--- src/ecc_pkg.sv ---
`timescale 1ns / 1ps
// ----------------------------------------------------------------------------
// ecc_pkg: elevator call controller definitions
// Shared types, codes and small arithmetic helpers for the controller.
// ----------------------------------------------------------------------------
package ecc_pkg;

    // Number of served floors (floor n sits at position 10n)
    localparam int FLOOR_COUNT = 4;

    localparam int POS_W     = 6;
    localparam int FLOOR_W   = 3;
    localparam int CMD_W     = 2;
    localparam int VAL_W     = 8;
    localparam int TIMEOUT_W = 16;
    localparam int PERIOD_W  = 10;
    localparam int CFG_IDX_W = 2;
    localparam int CFG_DAT_W = 16;

    localparam logic [TIMEOUT_W-1:0] TIMEOUT_RST = 16'd700;
    localparam logic [PERIOD_W-1:0]  PERIOD_RST  = 10'd50;

    // Configuration register indexes
    localparam logic [CFG_IDX_W-1:0] CFG_WAIT_TIMEOUT  = 2'd0;
    localparam logic [CFG_IDX_W-1:0] CFG_REPORT_PERIOD = 2'd1;

    // Remote command codes
    localparam logic [CMD_W-1:0] CMD_NONE  = 2'd0;
    localparam logic [CMD_W-1:0] CMD_LEVEL = 2'd1;
    localparam logic [CMD_W-1:0] CMD_FIRE  = 2'd2;

    // Cabin modes
    typedef enum logic [2:0] {
        M_HOME       = 3'd0,
        M_IDLE       = 3'd1,
        M_RUN_CALLER = 3'd2,
        M_WAIT_ORDER = 3'd3,
        M_RUN_ORDER  = 3'd4,
        M_DONE       = 3'd5,
        M_FIRE       = 3'd6
    } mode_t;

    // Display modes
    typedef enum logic [2:0] {
        D_DOWN  = 3'd0,
        D_UP    = 3'd1,
        D_WAIT  = 3'd2,
        D_START = 3'd3,
        D_DONE  = 3'd4
    } disp_mode_t;

    // Motor directions
    localparam logic [1:0] DIR_STOP = 2'd0;
    localparam logic [1:0] DIR_UP   = 2'd1;
    localparam logic [1:0] DIR_DOWN = 2'd2;

    // One input word
    typedef struct packed {
        logic [POS_W-1:0]   current_position;
        logic [FLOOR_W-1:0] floor_button;
        logic [CMD_W-1:0]   command;
        logic [VAL_W-1:0]   command_value;
    } item_t;

    // One result word
    typedef struct packed {
        logic [1:0]         motor_dir;
        logic [2:0]         cabin_mode;
        logic [2:0]         display_mode;
        logic [FLOOR_W-1:0] display_floor;
        logic               call_pending;
        logic               report_valid;
        logic [POS_W-1:0]   report_position;
    } result_t;

    // Position divided by ten, for a 6-bit position
    function automatic logic [2:0] div10(input logic [POS_W-1:0] pos);
        logic [2:0] q;
        q = 3'd0;
        for (int i = 1; i <= 6; i++)
        begin
            if (pos >= POS_W'(10 * i))
                q = 3'(i);
        end
        return q;
    endfunction

    // Floor number times ten, truncated to a position
    function automatic logic [POS_W-1:0] mul10(input logic [FLOOR_W-1:0] fl);
        logic [POS_W-1:0] f;
        f = POS_W'(fl);
        return POS_W'((f << 3) + (f << 1));
    endfunction

endpackage

--- src/elevator_call_controller.sv ---
`timescale 1ns / 1ps
// Path: an accepted word is held in the input register, and its result is
//   loaded into the output register once that register is free or being emptied.
// Throughput: one word per cycle without stalls; single-pass next-state logic.
// Reset (rst_n, asynchronous, active low): homing mode, empty queue, display
//   start idle, timeout 700 and report period 50; no clearing pass.
// ----------------------------------------------------------------------------
// elevator_call_controller: elevator cabin call controller
// Input register, cabin logic and report timer, output register.
// ----------------------------------------------------------------------------
module elevator_call_controller
    import ecc_pkg::*;
(
    input  logic                 clk,
    input  logic                 rst_n,
    // current_position[5:0], floor_button[8:6], command_value[16:9], zeros
    input  logic [23:0]          s_tdata,
    // command[1:0]
    input  logic [CMD_W-1:0]     s_tuser,
    input  logic                 s_tvalid,
    output logic                 s_tready,
    // motor_dir[1:0], cabin_mode[4:2], display_mode[7:5], display_floor[10:8],
    // call_pending[11], report_valid[12], report_position[18:13], zeros
    output logic [23:0]          m_tdata,
    output logic                 m_tvalid,
    input  logic                 m_tready,
    input  logic                 cfg_valid,
    output logic                 cfg_ready,
    input  logic [CFG_IDX_W-1:0] cfg_index,
    input  logic [CFG_DAT_W-1:0] cfg_data
);

    item_t                in_reg;
    logic                 in_vld_reg;
    result_t              out_reg;
    logic                 out_vld_reg;
    logic [TIMEOUT_W-1:0] timeout_reg;
    logic [PERIOD_W-1:0]  period_reg;

    logic                 advance;
    logic                 step;
    logic                 report;
    result_t              res;

    // Pipeline moves when the output register is free or being emptied
    assign advance   = !out_vld_reg || m_tready;
    assign step      = in_vld_reg && advance;
    assign s_tready  = !in_vld_reg || advance;
    assign cfg_ready = 1'b1;

    // Configuration registers
    always_ff @(posedge clk or negedge rst_n)
    begin
        if (!rst_n)
        begin
            timeout_reg <= TIMEOUT_RST;
            period_reg  <= PERIOD_RST;
        end
        else if (cfg_valid && cfg_ready)
        begin
            unique case (cfg_index)
                CFG_WAIT_TIMEOUT:  timeout_reg <= cfg_data;
                CFG_REPORT_PERIOD: period_reg  <= cfg_data[PERIOD_W-1:0];
                default:
                begin
                end
            endcase
        end
    end

    // Input register: capture a word, drop it once processed
    always_ff @(posedge clk or negedge rst_n)
    begin
        if (!rst_n)
            in_vld_reg <= 1'b0;
        else if (s_tready)
            in_vld_reg <= s_tvalid;
    end

    always_ff @(posedge clk)
    begin
        if (s_tvalid && s_tready)
        begin
            in_reg.current_position <= s_tdata[5:0];
            in_reg.floor_button     <= s_tdata[8:6];
            in_reg.command          <= s_tuser;
            in_reg.command_value    <= s_tdata[16:9];
        end
    end

    ecc_core u_core (
        .clk          (clk),
        .rst_n        (rst_n),
        .step         (step),
        .item         (in_reg),
        .wait_timeout (timeout_reg),
        .report       (report),
        .res          (res)
    );

    ecc_report u_report (
        .clk    (clk),
        .rst_n  (rst_n),
        .step   (step),
        .period (period_reg),
        .report (report)
    );

    // Output register: hold the result until taken
    always_ff @(posedge clk or negedge rst_n)
    begin
        if (!rst_n)
            out_vld_reg <= 1'b0;
        else if (advance)
            out_vld_reg <= in_vld_reg;
    end

    always_ff @(posedge clk)
    begin
        if (step)
            out_reg <= res;
    end

    assign m_tvalid = out_vld_reg;
    assign m_tdata  = {5'd0,
                       out_reg.report_position,
                       out_reg.report_valid,
                       out_reg.call_pending,
                       out_reg.display_floor,
                       out_reg.display_mode,
                       out_reg.cabin_mode,
                       out_reg.motor_dir};

    // An accepted word is waiting in the input register next cycle
    a_in_capture: assert property (@(posedge clk) disable iff (!rst_n)
        s_tvalid && s_tready |=> in_vld_reg)
        else $error("accepted word lost");

    // A processed word always reaches the output register
    a_out_load: assert property (@(posedge clk) disable iff (!rst_n)
        step |=> out_vld_reg)
        else $error("result not loaded");

    // The input side never stalls while the output register is free
    a_no_stall: assert property (@(posedge clk) disable iff (!rst_n)
        !out_vld_reg |-> s_tready)
        else $error("input stalled with free output");

endmodule

--- src/ecc_report.sv ---
`timescale 1ns / 1ps
// ----------------------------------------------------------------------------
// ecc_report: position report timer
// Counts processed words and raises a report once every period.
// ----------------------------------------------------------------------------
module ecc_report
    import ecc_pkg::*;
(
    input  logic                clk,
    input  logic                rst_n,
    input  logic                step,
    input  logic [PERIOD_W-1:0] period,
    output logic                report
);

    logic [PERIOD_W-1:0] count_reg;
    logic [PERIOD_W-1:0] count_next;
    logic [PERIOD_W:0]   count_inc;

    // Advance the count and wrap on a report
    always_comb
    begin
        count_inc  = {1'b0, count_reg} + 1'b1;
        report     = (count_inc >= {1'b0, period});
        count_next = report ? '0 : count_inc[PERIOD_W-1:0];
    end

    always_ff @(posedge clk or negedge rst_n)
    begin
        if (!rst_n)
            count_reg <= '0;
        else if (step)
            count_reg <= count_next;
    end

endmodule

--- src/ecc_core.sv ---
`timescale 1ns / 1ps
// ----------------------------------------------------------------------------
// ecc_core: cabin mode logic
// Holds the cabin state and works out the next state and result for a word.
// ----------------------------------------------------------------------------
module ecc_core
    import ecc_pkg::*;
(
    input  logic                 clk,
    input  logic                 rst_n,
    input  logic                 step,
    input  item_t                item,
    input  logic [TIMEOUT_W-1:0] wait_timeout,
    input  logic                 report,
    output result_t              res
);

    typedef struct packed {
        disp_mode_t       dmode;
        logic [2:0]       dfloor;
    } disp_t;

    mode_t                mode_reg,   mode_next;
    logic [POS_W-1:0]     target_reg, target_next;
    logic [FLOOR_W-1:0]   pend_reg,   pend_next;
    logic                 fire_reg,   fire_next;
    logic [TIMEOUT_W-1:0] wcnt_reg,   wcnt_next;
    disp_t                disp_reg,   disp_next;

    logic [POS_W-1:0]     cur;
    logic                 btn_ok;
    logic                 val_ok;
    mode_t                mode_mid;
    logic [1:0]           dir;

    // Show travel direction toward the target; keep the display when there
    function automatic disp_t show_dir(input logic [POS_W-1:0] tgt,
                                       input logic [POS_W-1:0] pos,
                                       input disp_t            d);
        disp_t r;
        r = d;
        if (tgt > pos)
            r = '{dmode: D_UP, dfloor: div10(tgt)};
        else if (tgt < pos)
            r = '{dmode: D_DOWN, dfloor: div10(tgt)};
        return r;
    endfunction

    assign cur    = item.current_position;
    assign btn_ok = (item.floor_button >= 3'd1)
                 && (item.floor_button <= FLOOR_W'(FLOOR_COUNT));
    assign val_ok = (item.command_value >= 8'd1)
                 && (item.command_value <= VAL_W'(FLOOR_COUNT));

    // Next state: remote command, then button, then the mode rule
    always_comb
    begin
        mode_next   = mode_reg;
        target_next = target_reg;
        pend_next   = pend_reg;
        fire_next   = fire_reg;
        wcnt_next   = wcnt_reg;
        disp_next   = disp_reg;
        dir         = DIR_STOP;

        // remote command
        if (item.command == CMD_LEVEL)
        begin
            if (val_ok)
            begin
                target_next = mul10(item.command_value[FLOOR_W-1:0]);
                mode_next   = M_RUN_ORDER;
            end
        end
        else if (item.command == CMD_FIRE)
        begin
            fire_next = (item.command_value != '0);
            if (fire_next)
                mode_next = M_FIRE;
            else if (mode_next == M_FIRE)
                mode_next = M_IDLE;
        end

        mode_mid = mode_next;

        // floor button
        if (btn_ok)
        begin
            unique case (mode_mid)
                M_IDLE, M_WAIT_ORDER:
                begin
                    target_next = mul10(item.floor_button);
                    if (target_next != cur)
                    begin
                        mode_next = (mode_mid == M_IDLE) ? M_RUN_CALLER : M_RUN_ORDER;
                        disp_next = show_dir(target_next, cur, disp_next);
                    end
                    else if (mode_mid == M_IDLE)
                    begin
                        mode_next = M_WAIT_ORDER;
                        wcnt_next = wait_timeout;
                        disp_next = '{dmode: D_WAIT, dfloor: div10(target_next)};
                    end
                    else
                    begin
                        mode_next = M_DONE;
                        disp_next = '{dmode: D_DONE, dfloor: div10(target_next)};
                    end
                end
                M_RUN_CALLER, M_RUN_ORDER:
                begin
                    if (pend_next == '0)
                    begin
                        pend_next = item.floor_button;
                        disp_next = show_dir(target_next, cur, disp_next);
                    end
                end
                M_DONE:
                begin
                    if (pend_next == '0)
                        pend_next = item.floor_button;
                end
                default:
                begin
                end
            endcase
        end

        // mode rule, skipped when the button changed the mode
        if (mode_next == mode_mid)
        begin
            unique case (mode_mid)
                M_HOME:
                begin
                    target_next = mul10(div10(cur));
                    if (target_next == cur)
                    begin
                        mode_next = M_IDLE;
                        disp_next = '{dmode: D_START, dfloor: div10(cur)};
                    end
                end
                M_RUN_CALLER:
                begin
                    disp_next = show_dir(target_next, cur, disp_next);
                    if (cur == target_next && !fire_next)
                    begin
                        mode_next = M_WAIT_ORDER;
                        wcnt_next = wait_timeout;
                        disp_next = '{dmode: D_WAIT, dfloor: div10(target_next)};
                    end
                end
                M_WAIT_ORDER:
                begin
                    if (wcnt_next == '0)
                    begin
                        mode_next = M_IDLE;
                        disp_next = '{dmode: D_START, dfloor: div10(cur)};
                        if (pend_next != '0)
                        begin
                            target_next = mul10(pend_next);
                            pend_next   = '0;
                        end
                    end
                    else
                        wcnt_next = wcnt_next - 1'b1;
                end
                M_RUN_ORDER:
                begin
                    if (cur == target_next && !fire_next)
                    begin
                        mode_next = M_DONE;
                        disp_next = '{dmode: D_DONE, dfloor: div10(target_next)};
                    end
                end
                M_DONE:
                begin
                    if (pend_next != '0)
                    begin
                        target_next = mul10(pend_next);
                        pend_next   = '0;
                        mode_next   = M_RUN_CALLER;
                    end
                    else
                    begin
                        mode_next = M_IDLE;
                        disp_next = '{dmode: D_START, dfloor: div10(cur)};
                    end
                end
                default:
                begin
                end
            endcase
        end

        // motor drive
        if ((mode_next == M_HOME || mode_next == M_RUN_CALLER || mode_next == M_RUN_ORDER)
            && !fire_next && target_next != cur)
            dir = (target_next > cur) ? DIR_UP : DIR_DOWN;
    end

    // Assemble the result word
    always_comb
    begin
        res.motor_dir       = dir;
        res.cabin_mode      = mode_next;
        res.display_mode    = disp_next.dmode;
        res.display_floor   = disp_next.dfloor;
        res.call_pending    = (pend_next != '0);
        res.report_valid    = report;
        res.report_position = report ? cur : '0;
    end

    // Hold the cabin state; advance once per processed word
    always_ff @(posedge clk or negedge rst_n)
    begin
        if (!rst_n)
        begin
            mode_reg   <= M_HOME;
            target_reg <= '0;
            pend_reg   <= '0;
            fire_reg   <= 1'b0;
            wcnt_reg   <= '0;
            disp_reg   <= '{dmode: D_START, dfloor: 3'd0};
        end
        else if (step)
        begin
            mode_reg   <= mode_next;
            target_reg <= target_next;
            pend_reg   <= pend_next;
            fire_reg   <= fire_next;
            wcnt_reg   <= wcnt_next;
            disp_reg   <= disp_next;
        end
    end

    // The motor never runs while the fire flag is raised
    a_fire_stop: assert property (@(posedge clk) disable iff (!rst_n)
        fire_next |-> res.motor_dir == DIR_STOP)
        else $error("motor driven during fire");

    // A queued call is always a served floor
    a_pend_range: assert property (@(posedge clk) disable iff (!rst_n)
        pend_reg <= FLOOR_W'(FLOOR_COUNT))
        else $error("queued call out of range");

endmodule
--- config.mk ---
export PLATFORM = sky130hd
export DESIGN_NAME = elevator_call_controller
export DESIGN_NICKNAME = d
export VERILOG_FILES = /design/src/ecc_pkg.sv /design/src/elevator_call_controller.sv /design/src/ecc_report.sv /design/src/ecc_core.sv
export SDC_FILE = /design/constraint.sdc
export NUM_CORES = 1
export LEC_CHECK = 0
export ABC_AREA = 0
export BUFFER_PORTS_ARGS = -buffer_cell sky130_fd_sc_hd__buf_2
export CORE_UTILIZATION = 50
export DETAILED_ROUTE_END_ITERATION = 10
export GPL_ROUTABILITY_DRIVEN = 0
export PLACE_DENSITY = 0.67
export SKIP_CTS_REPAIR_TIMING = 1
export SLEW_MARGIN = 0
export SYNTH_ARGS = -nofsm -noshare
export SYNTH_HDL_FRONTEND = slang
export SYNTH_SLANG_ARGS = --single-unit
--- constraint.sdc ---
create_clock -name clk -period 14.9 [get_ports clk]
set_clock_uncertainty 0.15 [all_clocks]
set_input_delay 2.98 -clock clk [delete_from_list [all_inputs] [get_ports clk]]
set_output_delay 2.98 -clock clk [all_outputs]
set_load 0.1 [all_outputs]
# == Yosys cells after proc, flatten, opt, wreduce, memory -nomap -nowiden ==
# Index checks and enable logic that the tools add are counted.
# op_classes
n_addsub,6
n_lt_le_gt_ge,36
n_eq_ne,16
mux,88
reduce_logical,27
# op_table
operator,n
2-to-1 mux 6 bit,23
2-to-1 mux 3 bit,40
2-to-1 mux 16 bit,7
>= comparator 6 bit (second input constant),12
>= comparator 6 x 5 -> 1 bit (second input constant),8
one-hot mux 16 bit (2 select lines),1
one-hot mux 6 bit (5 select lines),1
adder 6 x 4 -> 6 bit,4
>= comparator 6 x 4 -> 1 bit (second input constant),4
> comparator 6 bit,4
less-than comparator 6 bit,3
one-hot mux 6 bit (3 select lines),1
zero test 16 bit,1
subtractor 16 x 1 -> 16 bit (second input constant),1
one-hot mux 3 bit (5 select lines),1
equality test 3 bit (second input constant),4
equality test 6 bit,2
!= test 6 bit,2
one-hot mux 6 bit (2 select lines),1
adder 10 x 1 -> 11 bit (second input constant),1
>= comparator 11 x 10 -> 1 bit,1
2-to-1 mux 10 bit,1
2-to-1 mux 2 bit,5
equality test 3 x 2 -> 1 bit (second input constant),3
other kinds (20),42
# word_totals
ff_bits,111
in_bits,49
out_inout_bits,27
wordCells,196

# == Logic depth before layout (Yosys ltp) ==
# Gate-level depths: netlist of run 1.
# logic_depth
depth_word,22
ltp_mapped,26
ltp_nobuf,21

# == Hierarchy ==
# Synthesis of run 1 repeated with hierarchy kept, for this count alone.
# unflattened
cells_unflattened,870
hier_area_um2,8255.4
# by_module_without_submodules
module,instances,cells_per_inst,area_each_um2
ecc_core,1,667,5111.2
elevator_call_controller,1,110,2283.4
ecc_report,1,93,860.8

# == Worst setup path before layout of run 1 ==
# OpenSTA, ideal clock, no wires.
# synth_timing
path_type,input port to output port
startpoint,input m_tready
endpoint,output s_tready
t_arrival_ps,3802
t_required_ps,11770
setup_slack_ps,7968
stages,1
path_buffers,0
cell_sequence,nand3b_1
# synth_between
elab_chain_len,2
# synth_lines
item,line,source
from (decl),elevator_call_controller.sv:26,"input logic m_tready,"
logical OR 1 bit,elevator_call_controller.sv:46,assign advance = !out_vld_reg || m_tready;
logical OR 1 bit,elevator_call_controller.sv:48,assign s_tready = !in_vld_reg || advance;
to (decl),elevator_call_controller.sv:21,"output logic s_tready,"
# Every way passes these cells.

# == Worst setup path after layout of run 1 ==
# layout_timing
startpoint,register in_reg[10] (netlist name)
endpoint,"register out_reg, in the netlist m_tdata[0], data pin"
# layout_lines
item,line,source
from (decl),elevator_call_controller.sv:33,item_t in_reg;
adder 6 x 4 -> 6 bit,ecc_pkg.sv:92,return POS_W'((f << 3) + (f << 1));
!= test 6 bit,ecc_core.sv:93,if (target_next != cur)
2-to-1 mux 16 bit,ecc_core.sv:93,
2-to-1 mux 16 bit,ecc_core.sv:89,unique case (mode_mid)
2-to-1 mux 16 bit,ecc_core.sv:87,if (btn_ok)
zero test 16 bit,ecc_core.sv:154,if (wcnt_next == '0)
2-to-1 mux 6 bit,ecc_core.sv:154,
one-hot mux 6 bit (3 select lines),ecc_core.sv:132,unique case (mode_mid)
2-to-1 mux 6 bit (*),ecc_core.sv:130,if (mode_next == mode_mid)
via u_core.target_next[3],ecc_core.sv:24,"logic [POS_W-1:0] target_reg, target_next;"
> comparator 6 bit / != test 6 bit (equally long branches),"ecc_core.sv:198, ecc_core.sv:197",
2-to-1 mux 2 bit / logical AND 1 bit (equally long branches),"ecc_core.sv:198, ecc_core.sv:197",
to (signal assigned),elevator_call_controller.sv:121,out_reg <= res;
to (decl),elevator_call_controller.sv:35,result_t out_reg;
# The timed path passes the listed nets; every way through them passes the cells marked *.
# A chain may end at the register's enable or synchronous reset.

==> results of run 1 <==
-- cells by family after synthesis --
kind of cell	count (synthesis)	synth area share
XOR/XNOR	24	0.0265
other	2	0.000948
AND/OR/NAND/NOR	289	0.191
buffers and inverters	72	0.0419
adder cells (fa/ha/maj)	45	0.0704
flip-flops	111	0.376
AO/OA/AOI/OAI	219	0.192
multiplexers	71	0.101
-- synthesized netlist by cell type (all sizes together) (6+ instances only) --
master	count	area [um2]
mux2i	28	309
xor2	14	123
dfstp	11	289
or3	8	50.1
o211ai	11	96.3
a31oi	11	68.8
dfrtp	62	1550
a22oi	8	60.1
and2	8	53.8
clkbuf	21	78.8
or2	8	50.1
nor2	73	287
nand2b	10	62.6
mux2	43	492
a211oi	6	45.0
nor3	29	166
and3	8	50.1
edfxtp	38	1140
nand4	7	43.8
a21o	11	85.1
o22ai	11	75.1
nor3b	8	60.1
buf	18	129
nor2b	12	75.1
xnor2	10	87.6
o21ai	55	279
nand2	71	274
nor4	6	37.5
nand3	21	115
ha	43	538
a21oi	49	264
inv	33	124
-- through the flow --
| stage | hold WS, ns | instances | total power, mW | setup WS [ns] |
|---|---|---|---|---|
| after detailed placement | 0.340 | 1078 | 0.975 | 8.15 |
| after floorplan | 0.296 | 837 | 0.848 | 7.97 |
| final | 0.350 | 1094 | 1.21 | 8.02 |
| after global placement | 0.315 | 1078 | 0.954 | 8.16 |
| after CTS | 0.355 | 1094 | 1.21 | 8.11 |
| after global routing | 0.384 | 1094 | 1.29 | 7.64 |
-- power by group through the flow --
| stage | Clock (mW) | Combinational (mW) | Sequential (mW) |
|---|---|---|---|
| detailed placement | 0 | 0.514 | 0.461 |
| floorplan | 0 | 0.350 | 0.498 |
| global route | 0.249 | 0.576 | 0.466 |
| finish | 0.231 | 0.524 | 0.457 |
| global placement | 0 | 0.498 | 0.456 |
| CTS | 0.238 | 0.519 | 0.455 |
-- final cells by class --
class / instances / area [um2]
clock buffers: 13 / 250
clock inverters: 3 / 23.8
fillers: 1411 / 6680
inverters: 33 / 124
multi-input cells: 654 / 4630
flip-flops and latches: 111 / 2980
well taps: 211 / 264
repair buffers: 69 / 363
-- routing by layer --
layer | GRT usage | vias up | part of all wire
li1 | - | 3180 | -
met1 | 0.361 | 3296 | 0.45
met2 | 0.402 | 255 | 0.46
met3 | 0.0430 | 55 | 0.069
met4 | 0.113 | 0 | 0.030
met5 | 0 | - | 0
-- worst max-delay path by stage --
stage	startpoint	slack (ns)	endpoint
5_1_grt	in_reg[10]	7.64	m_tdata[1]
3_3_place_gp	m_tready	8.16	s_tready
3_5_place_dp	m_tready	8.15	s_tready
6_report	in_reg[10]	8.02	m_tdata[0]
2_1_floorplan	m_tready	7.97	s_tready
4_1_cts	in_reg[12]	8.11	m_tdata[0]
==> impl_metrics.tcl, run 1 <==
set metrics [dict create \
    status "finished clean" \
    dieArea_mm2 0.0164 \
    maxCapViolCount 0 \
    drt-initial-drc-count 753 \
    ctsRootBufferMaster "clkbuf_16" \
    num_rows 45 \
    slew_headroom 0.296 \
    utilization 0.564 \
    syn_area_mm2 0.00792 \
    finalCritPeriodShare 0.462 \
    leakagePower_nw 3.70 \
    internal-power_mw 0.710 \
    synth.avg_cell_area_um2 9.51 \
    cts_tree "yes" \
    worstReg2RegEnd "m_tdata[0]" \
    synth_cells 833 \
    start_util 0.517 \
    grt_pass1_vias 6514 \
    holdPathEnd "m_tvalid" \
    p_comb_frac 0.433 \
    cpMostUsedCell "ha_1" \
    worst_pin_slew_ns 1.05 \
    drc 0 \
    synth_edf_count 38 \
    die_h_um 128 \
    vias_per_cell 6.20 \
    cts.sinks 111 \
    crit_family "simple AND/OR/NAND/NOR gates" \
    synthToLayoutAreaGrowth_pct 9.05 \
    p_clk_frac 0.191 \
    crit_path_end_kind "flip-flop" \
    maxSlewViolCount 0 \
    grt_overflow 0 \
    async_flop_share 0.658 \
    powerDensity_mw_per_mm2 140 \
    clk_latency_ns 0.36 \
    cp_slowest_cell "edfxtp_1" \
    grt_pass1_wl_um 33200 \
    grt_max_degree 74 \
    core_mm2 0.0153 \
    layout_common_cells "nor2_1 (70), nand2_1 (70), dfrtp_1 (62), buf_2 (62), o21ai_0 (49)" \
    cts_buffer_depth 2 \
    drive_gt1_frac 0.200 \
    firstDrtPassIters 4 \
    crit_cells 19 \
    synthFlopType "dfrtp_1" \
    critPathBufInv 0 \
    period_needed_ns 6.88 \
    hold_path_depth 1 \
    crit_chain "ha_1 -> ha_1 -> xor2_1 -> ha_1 -> and4_1 -> and3b_1 -> o211ai_4 -> mux2i_1 -> ha_1 -> nor3b_1 -> nor2b_1 -> nor3_1 -> a311o_1 -> a221o_1 -> ha_1 -> nand4_1 -> nor2_1 -> nor4_1 -> and2_1" \
    clk_pin_slew_ns 0.07 \
    finalWirelength_um 20300 \
    num_io_pins 76 \
    antenna_found_initial 0 \
    power_switching_share 0.414 \
    cts_max_level 3 \
    worstSetupPathType "reg -> reg" \
    hold_viol 0 \
    portBuffers 62 \
    startpoint_type "flip-flop" \
    placed_area_mm2 0.00837 \
    cp.required_ns 14.87 \
    synth-seq-cells 111 \
    synth_cell_type_count 97 \
    ant_nets 0 \
    vdd_drop_max_v 0.0000807 \
    cts_buffers 9 \
    fmax_mhz 145 \
    setup_viol 0 \
    hp-class "reg -> reg" \
    die_w_um 128 \
    slowest_delay_ns 0.53 \
    dpl.hpwl_um 14900 \
    p_sw_mw 0.502 \
    wire_per_inst_um 18.5 \
    seqPwrFrac 0.377 \
    arrival_ns 6.84 \
    r2r_slack_ns 8.02 \
    final_cell_area_mm2 0.00864 \
    yosysWarnings 0 \
    worst-path-max-fanout 28 \
    regToRegStartpoint "in_reg[10]" \
    tns_ns 0 \
    nNetsFinal 970 \
    rsz0062_at_grt "no" \
    n_antenna_cell 0 \
    num_vias 6786 \
    grtUsageTotal 0.260 \
    hp-start "in_vld_reg" \
    r2r_cells 19 \
    yosysSeqAreaShare 0.376 \
]
No activity file was read; power rests on OpenSTA's default activity.
==> run 2: changes to the inputs <==
--- a/config.mk
+++ b/config.mk
@@ -10,7 +10,7 @@
 export CORE_UTILIZATION = 50
 export DETAILED_ROUTE_END_ITERATION = 10
 export GPL_ROUTABILITY_DRIVEN = 0
-export PLACE_DENSITY = 0.67
+export PLACE_DENSITY = 0.7
 export SKIP_CTS_REPAIR_TIMING = 1
 export SLEW_MARGIN = 0
 export SYNTH_ARGS = -nofsm -noshare
==> constraint.sdc (replaced) <==
create_clock -name clk -period 6.1 [get_ports clk]
set_clock_uncertainty 0.15 [all_clocks]
set_input_delay 1.22 -clock clk [delete_from_list [all_inputs] [get_ports clk]]
set_output_delay 1.22 -clock clk [all_outputs]
set_load 0.1 [all_outputs]
==> run 2 against run 1 <==
  * Via count down 1.1%
  * Total power rose to 2.5 times the previous value
  * Largest cell class unchanged
  * Global-route usage down 0.15 points
  * Cell area up 1.8%
==> impl_metrics.tcl, run 2 (same netlist as run 1, synthesis figures left out) <==
set metrics [dict create \
    status "finished clean" \
    placed_area_mm2 0.00844 \
    cts_max_level 3 \
    crit_chain "ha_1 -> ha_1 -> ha_1 -> and4_1 -> and3b_1 -> o211ai_4 -> mux2i_1 -> ha_1 -> nor3b_1 -> buf_4 -> nor2b_1 -> nor3_1 -> a311o_1 -> a221o_1 -> ha_1 -> nand4_1 -> nor2_1 -> nor4_1 -> nor2b_1" \
    clk_latency_ns 0.37 \
    final_cell_area_mm2 0.00880 \
    hold_viol 0 \
    firstDrtPassIters 5 \
    antenna_found_initial 0 \
    ctsRootBufferMaster "clkbuf_16" \
    grt_pass1_vias 6240 \
    post-route-worst-setup-slack_ns 0.481 \
    startpoint_type "flip-flop" \
    wire_per_inst_um 18.2 \
    core_mm2 0.0153 \
    die_h_um 128 \
    nNetsFinal 981 \
    worstSetupPathType "reg -> reg" \
    dieArea_mm2 0.0164 \
    dpl.hpwl_um 14400 \
    crit_family "simple AND/OR/NAND/NOR gates" \
    hp-class "reg -> reg" \
    vdd_drop_max_v 0.000196 \
    drive_gt1_frac 0.214 \
    drc 0 \
    grt_max_degree 70 \
    n_antenna_cell 0 \
    start_util 0.517 \
    num_io_pins 76 \
    setup_viol 0 \
    vias_per_cell 6.07 \
    die_w_um 128 \
    clk_pin_slew_ns 0.08 \
    tns_ns 0 \
    num_rows 45 \
    period_needed_ns 5.62 \
    powerDensity_mw_per_mm2 345 \
    critPathBufInv 1 \
    grtUsageTotal 0.259 \
    cp_slowest_cell "edfxtp_1" \
    cts_buffer_depth 2 \
    finalWirelength_um 20100 \
    crit_path_end_kind "flip-flop" \
    rsz0062_at_grt "no" \
    synthToLayoutAreaGrowth_pct 11.1 \
    cts.sinks 111 \
    arrival_ns 5.69 \
    maxCapViolCount 0 \
    cts_buffers 9 \
    ant_nets 0 \
    worst-path-max-fanout 9 \
    leakagePower_nw 3.78 \
    cpMostUsedCell "ha_1" \
    worst_pin_slew_ns 1.16 \
    finalCritPeriodShare 0.921 \
    pre_cts_ws_ns 0.571 \
    num_vias 6708 \
    cts_tree "yes" \
    layout_common_cells "nor2_1 (70), nand2_1 (70), dfrtp_1 (62)" \
    maxSlewViolCount 0 \
    drt-initial-drc-count 537 \
    slew_headroom 0.223 \
    portBuffers 62 \
    cp.required_ns 6.17 \
    grt_overflow 0 \
    slowest_delay_ns 0.55 \
    fmax_mhz 178 \
    grt_pass1_wl_um 33000 \
]
[run 2: changes by cell type in the layout (fill, tap and decap cells not counted), sizes merged]
cell	delta
clkinv	+1
clkbuf	-1
buf	+11
[run 2: area by class of cell]
| class | count | area (um2) |
|---|---|---|
| inverter | 33 | 124 |
| clock inverter | 4 | 47.5 |
| sequential | 111 | 2980 |
| clock buffer | 12 | 300 |
| multi-input combinational | 654 | 4630 |
| fill | 1396 | 6520 |
| tap | 211 | 264 |
| timing repair buffer | 80 | 448 |
[run 2: path summary, 6_finish.rpt]
kind / cells past startpoint / startpoint / slack [ns] / end
worst min-delay path: 2 / u_core.fire_reg / 0.34 / u_core.fire_reg
worst min register to register: 2 / u_core.fire_reg / 0.34 / u_core.fire_reg
worst max-delay path: 19 / in_reg[10] / 0.48 / m_tdata[1]
max in group asynchronous: 2 / rst_n / 4.22 / u_core.wcnt_reg[14]
min in group asynchronous: 1 / rst_n / 0.50 / u_core.target_reg[4]
worst max register to register: 19 / in_reg[10] / 0.48 / m_tdata[1]
[run 2: through the flow]
stage | power, mW | cells | util | hold slack, ns
finish | 3.04 | 1105 | 0.575 | 0.337
global route | 3.24 | 1105 | 0.575 | 0.348
CTS | 3.04 | 1103 | 0.574 | 0.337
detailed placement | 2.36 | 1087 | 0.551 | 0.316
global placement | 2.34 | 1087 | 0.551 | 0.311
floorplan | 2.07 | 837 | - | 0.296
[run 2: report_power, final]
part	internal, mW	total, mW	switching [mW]
clock network	0.363	0.664	0.301
registers	0.952	1.12	0.164
logic	0.490	1.26	0.767
total	1.81	3.04	1.23
[run 2: worst min-delay path, cell delays in order, from the launching register on]
cell,delay (ns)
dfrtp_1,0.34
nand2_1,0.05
nand2_1,0.06
[run 2: routing by layer]
metal	GRT usage	vias up	part of all wire
met5	0	-	0
met4	0.0955	0	0.029
met3	0.0505	40	0.056
met2	0.418	240	0.47
met1	0.345	3225	0.45
li1	-	3203	-
==> run 3: changes to the inputs <==
--- a/config.mk
+++ b/config.mk
@@ -7,6 +7,7 @@
 export LEC_CHECK = 0
 export ABC_AREA = 0
 export BUFFER_PORTS_ARGS = -buffer_cell sky130_fd_sc_hd__buf_2
+export CORE_ASPECT_RATIO = 1.25
 export CORE_UTILIZATION = 50
 export DETAILED_ROUTE_END_ITERATION = 10
 export GPL_ROUTABILITY_DRIVEN = 0
==> run 3 against run 2 <==
  * Fmax fell by 0.21%
  * Critical path depth rose by 2
  * Clock-buffer cell count fell by 3
  * Sequential power barely moved
  * Non-clock buffer count fell by 3
  * Cell area fell by 0.85%
  * Sequential share of layout area rose by 0.29 points
  * First-iteration DRC count fell by 7.4%
  * Wire length rose by 1.8%
  * Register-to-register slack barely moved
  * Critical path type unchanged
  * Critical endpoint is now m_tdata[0]
  * Highest routed layer unchanged
==> impl_metrics.tcl, run 3 (same netlist as run 1, synthesis figures left out) <==
set metrics [dict create \
    status "finished clean" \
    drive_gt1_frac 0.210 \
    fmax_mhz 178 \
    worst-path-max-fanout 9 \
    setup_viol 0 \
    core_mm2 0.0155 \
    grt_pass1_vias 6381 \
    rsz0062_at_grt "no" \
    num_rows 51 \
    slew_headroom 0.195 \
    maxCapViolCount 0 \
    r2r_cells 21 \
    worst_pin_slew_ns 1.20 \
    layout_common_cells "nor2_1 (70), nand2_1 (70), dfrtp_1 (62)" \
    finalWirelength_um 20400 \
    p_sw_mw 1.24 \
    start_util 0.511 \
    dieArea_mm2 0.0164 \
    period_needed_ns 5.63 \
    cts_max_level 3 \
    ctsRootBufferMaster "clkbuf_16" \
    n_antenna_cell 0 \
    cts_buffer_depth 2 \
    vias_per_cell 6.14 \
    hp-class "reg -> reg" \
    p_clk_frac 0.198 \
    antenna_found_initial 0 \
    portBuffers 62 \
    drc 0 \
    powerDensity_mw_per_mm2 341 \
    post-route-worst-setup-slack_ns 0.470 \
    seqPwrFrac 0.376 \
    startpoint_type "flip-flop" \
    internal-power_mw 1.73 \
    wire_per_inst_um 18.5 \
    ant_nets 0 \
    num_io_pins 76 \
    crit_path_end_kind "flip-flop" \
    cts.sinks 111 \
    clk_pin_slew_ns 0.08 \
    maxSlewViolCount 0 \
    tns_ns 0 \
    grt_pass1_wl_um 33200 \
    grt_overflow 0 \
    drt-initial-drc-count 497 \
    num_vias 6775 \
    arrival_ns 5.72 \
    die_h_um 143 \
    dpl.hpwl_um 15000 \
    die_w_um 115 \
    hold_path_depth 1 \
    grtUsageTotal 0.262 \
    worstSetupPathType "reg -> reg" \
    synthToLayoutAreaGrowth_pct 10.1 \
    vdd_drop_max_v 0.000219 \
    nNetsFinal 978 \
    finalCritPeriodShare 0.923 \
    cts_tree "yes" \
    power_switching_share 0.417 \
    firstDrtPassIters 7 \
    clk_latency_ns 0.37 \
    cts_buffers 9 \
    leakagePower_nw 3.75 \
    grt_max_degree 74 \
    hold_viol 0 \
    cp.required_ns 6.19 \
    pre_cts_ws_ns 0.592 \
    fin_total_pwr_mw 2.97 \
    p_comb_frac 0.426 \
]
-- run 3: power by group through the flow --
| stage | Clock, mW | Sequential [mW] | Combinational, mW |
|---|---|---|---|
| finish | 0.588 | 1.12 | 1.27 |
| global route | 0.628 | 1.14 | 1.39 |
| CTS | 0.604 | 1.11 | 1.25 |
| detailed placement | 0 | 1.13 | 1.24 |
| global placement | 0 | 1.12 | 1.22 |
| floorplan | 0 | 1.22 | 0.856 |
-- run 3: per-layer routing --
| metal | vias up | GRT usage | routed length (um) |
|---|---|---|---|
| li1 | 3198 | - | - |
| met1 | 3318 | 0.330 | 8760 |
| met2 | 211 | 0.439 | 10000 |
| met3 | 48 | 0.0407 | 881 |
| met4 | 0 | 0.126 | 764 |
| met5 | - | 0 | 0 |
-- run 3: final cells by class --
class | count | area (um2)
timing repair buffer | 77 | 425
inverter | 33 | 124
fill | 1413 | 6780
multi-input combinational | 654 | 4630
clock inverter | 7 | 68.8
clock buffer | 9 | 225
tap | 212 | 265
sequential | 111 | 2980
-- run 3: final timing paths --
| kind | startpoint | to | slack [ns] |
|---|---|---|---|
| min | in_vld_reg | m_tvalid | 0.34 |
| min in group asynchronous | rst_n | u_core.pend_reg[1] | 0.83 |
| min reg2reg | in_vld_reg | m_tvalid | 0.34 |
| max | in_reg[10] | m_tdata[0] | 0.47 |
| max reg2reg | in_reg[10] | m_tdata[0] | 0.47 |
| max in group asynchronous | rst_n | u_core.disp_reg[2] | 4.29 |
-- run 3: worst max-delay path, cell delays in order, from the launching register on --
cell and delay, ns:
edfxtp_1 0.57, ha_1 0.29, ha_1 0.18, xor2_1 0.14, buf_4 0.18, ha_1 0.28
and4_1 0.26, and3b_1 0.24, o211ai_4 0.11, mux2i_1 0.34, ha_1 0.24, nor3b_1 0.20
buf_4 0.16, nor2b_1 0.17, nor3_1 0.08, a311o_1 0.44, a221o_1 0.40, ha_1 0.31
nand4_1 0.11, nor2_1 0.07, nor4_1 0.36, and2_1 0.20
-- run 3: through the flow --
step	hold WS, ns	instances	instance area (um2)	util
finish	0.343	1103	8720	0.563
global route	0.378	1103	8720	0.563
CTS	0.342	1103	8720	0.563
detailed placement	0.324	1087	8430	0.544
global placement	0.312	1087	8430	0.544
floorplan	0.296	837	7940	-
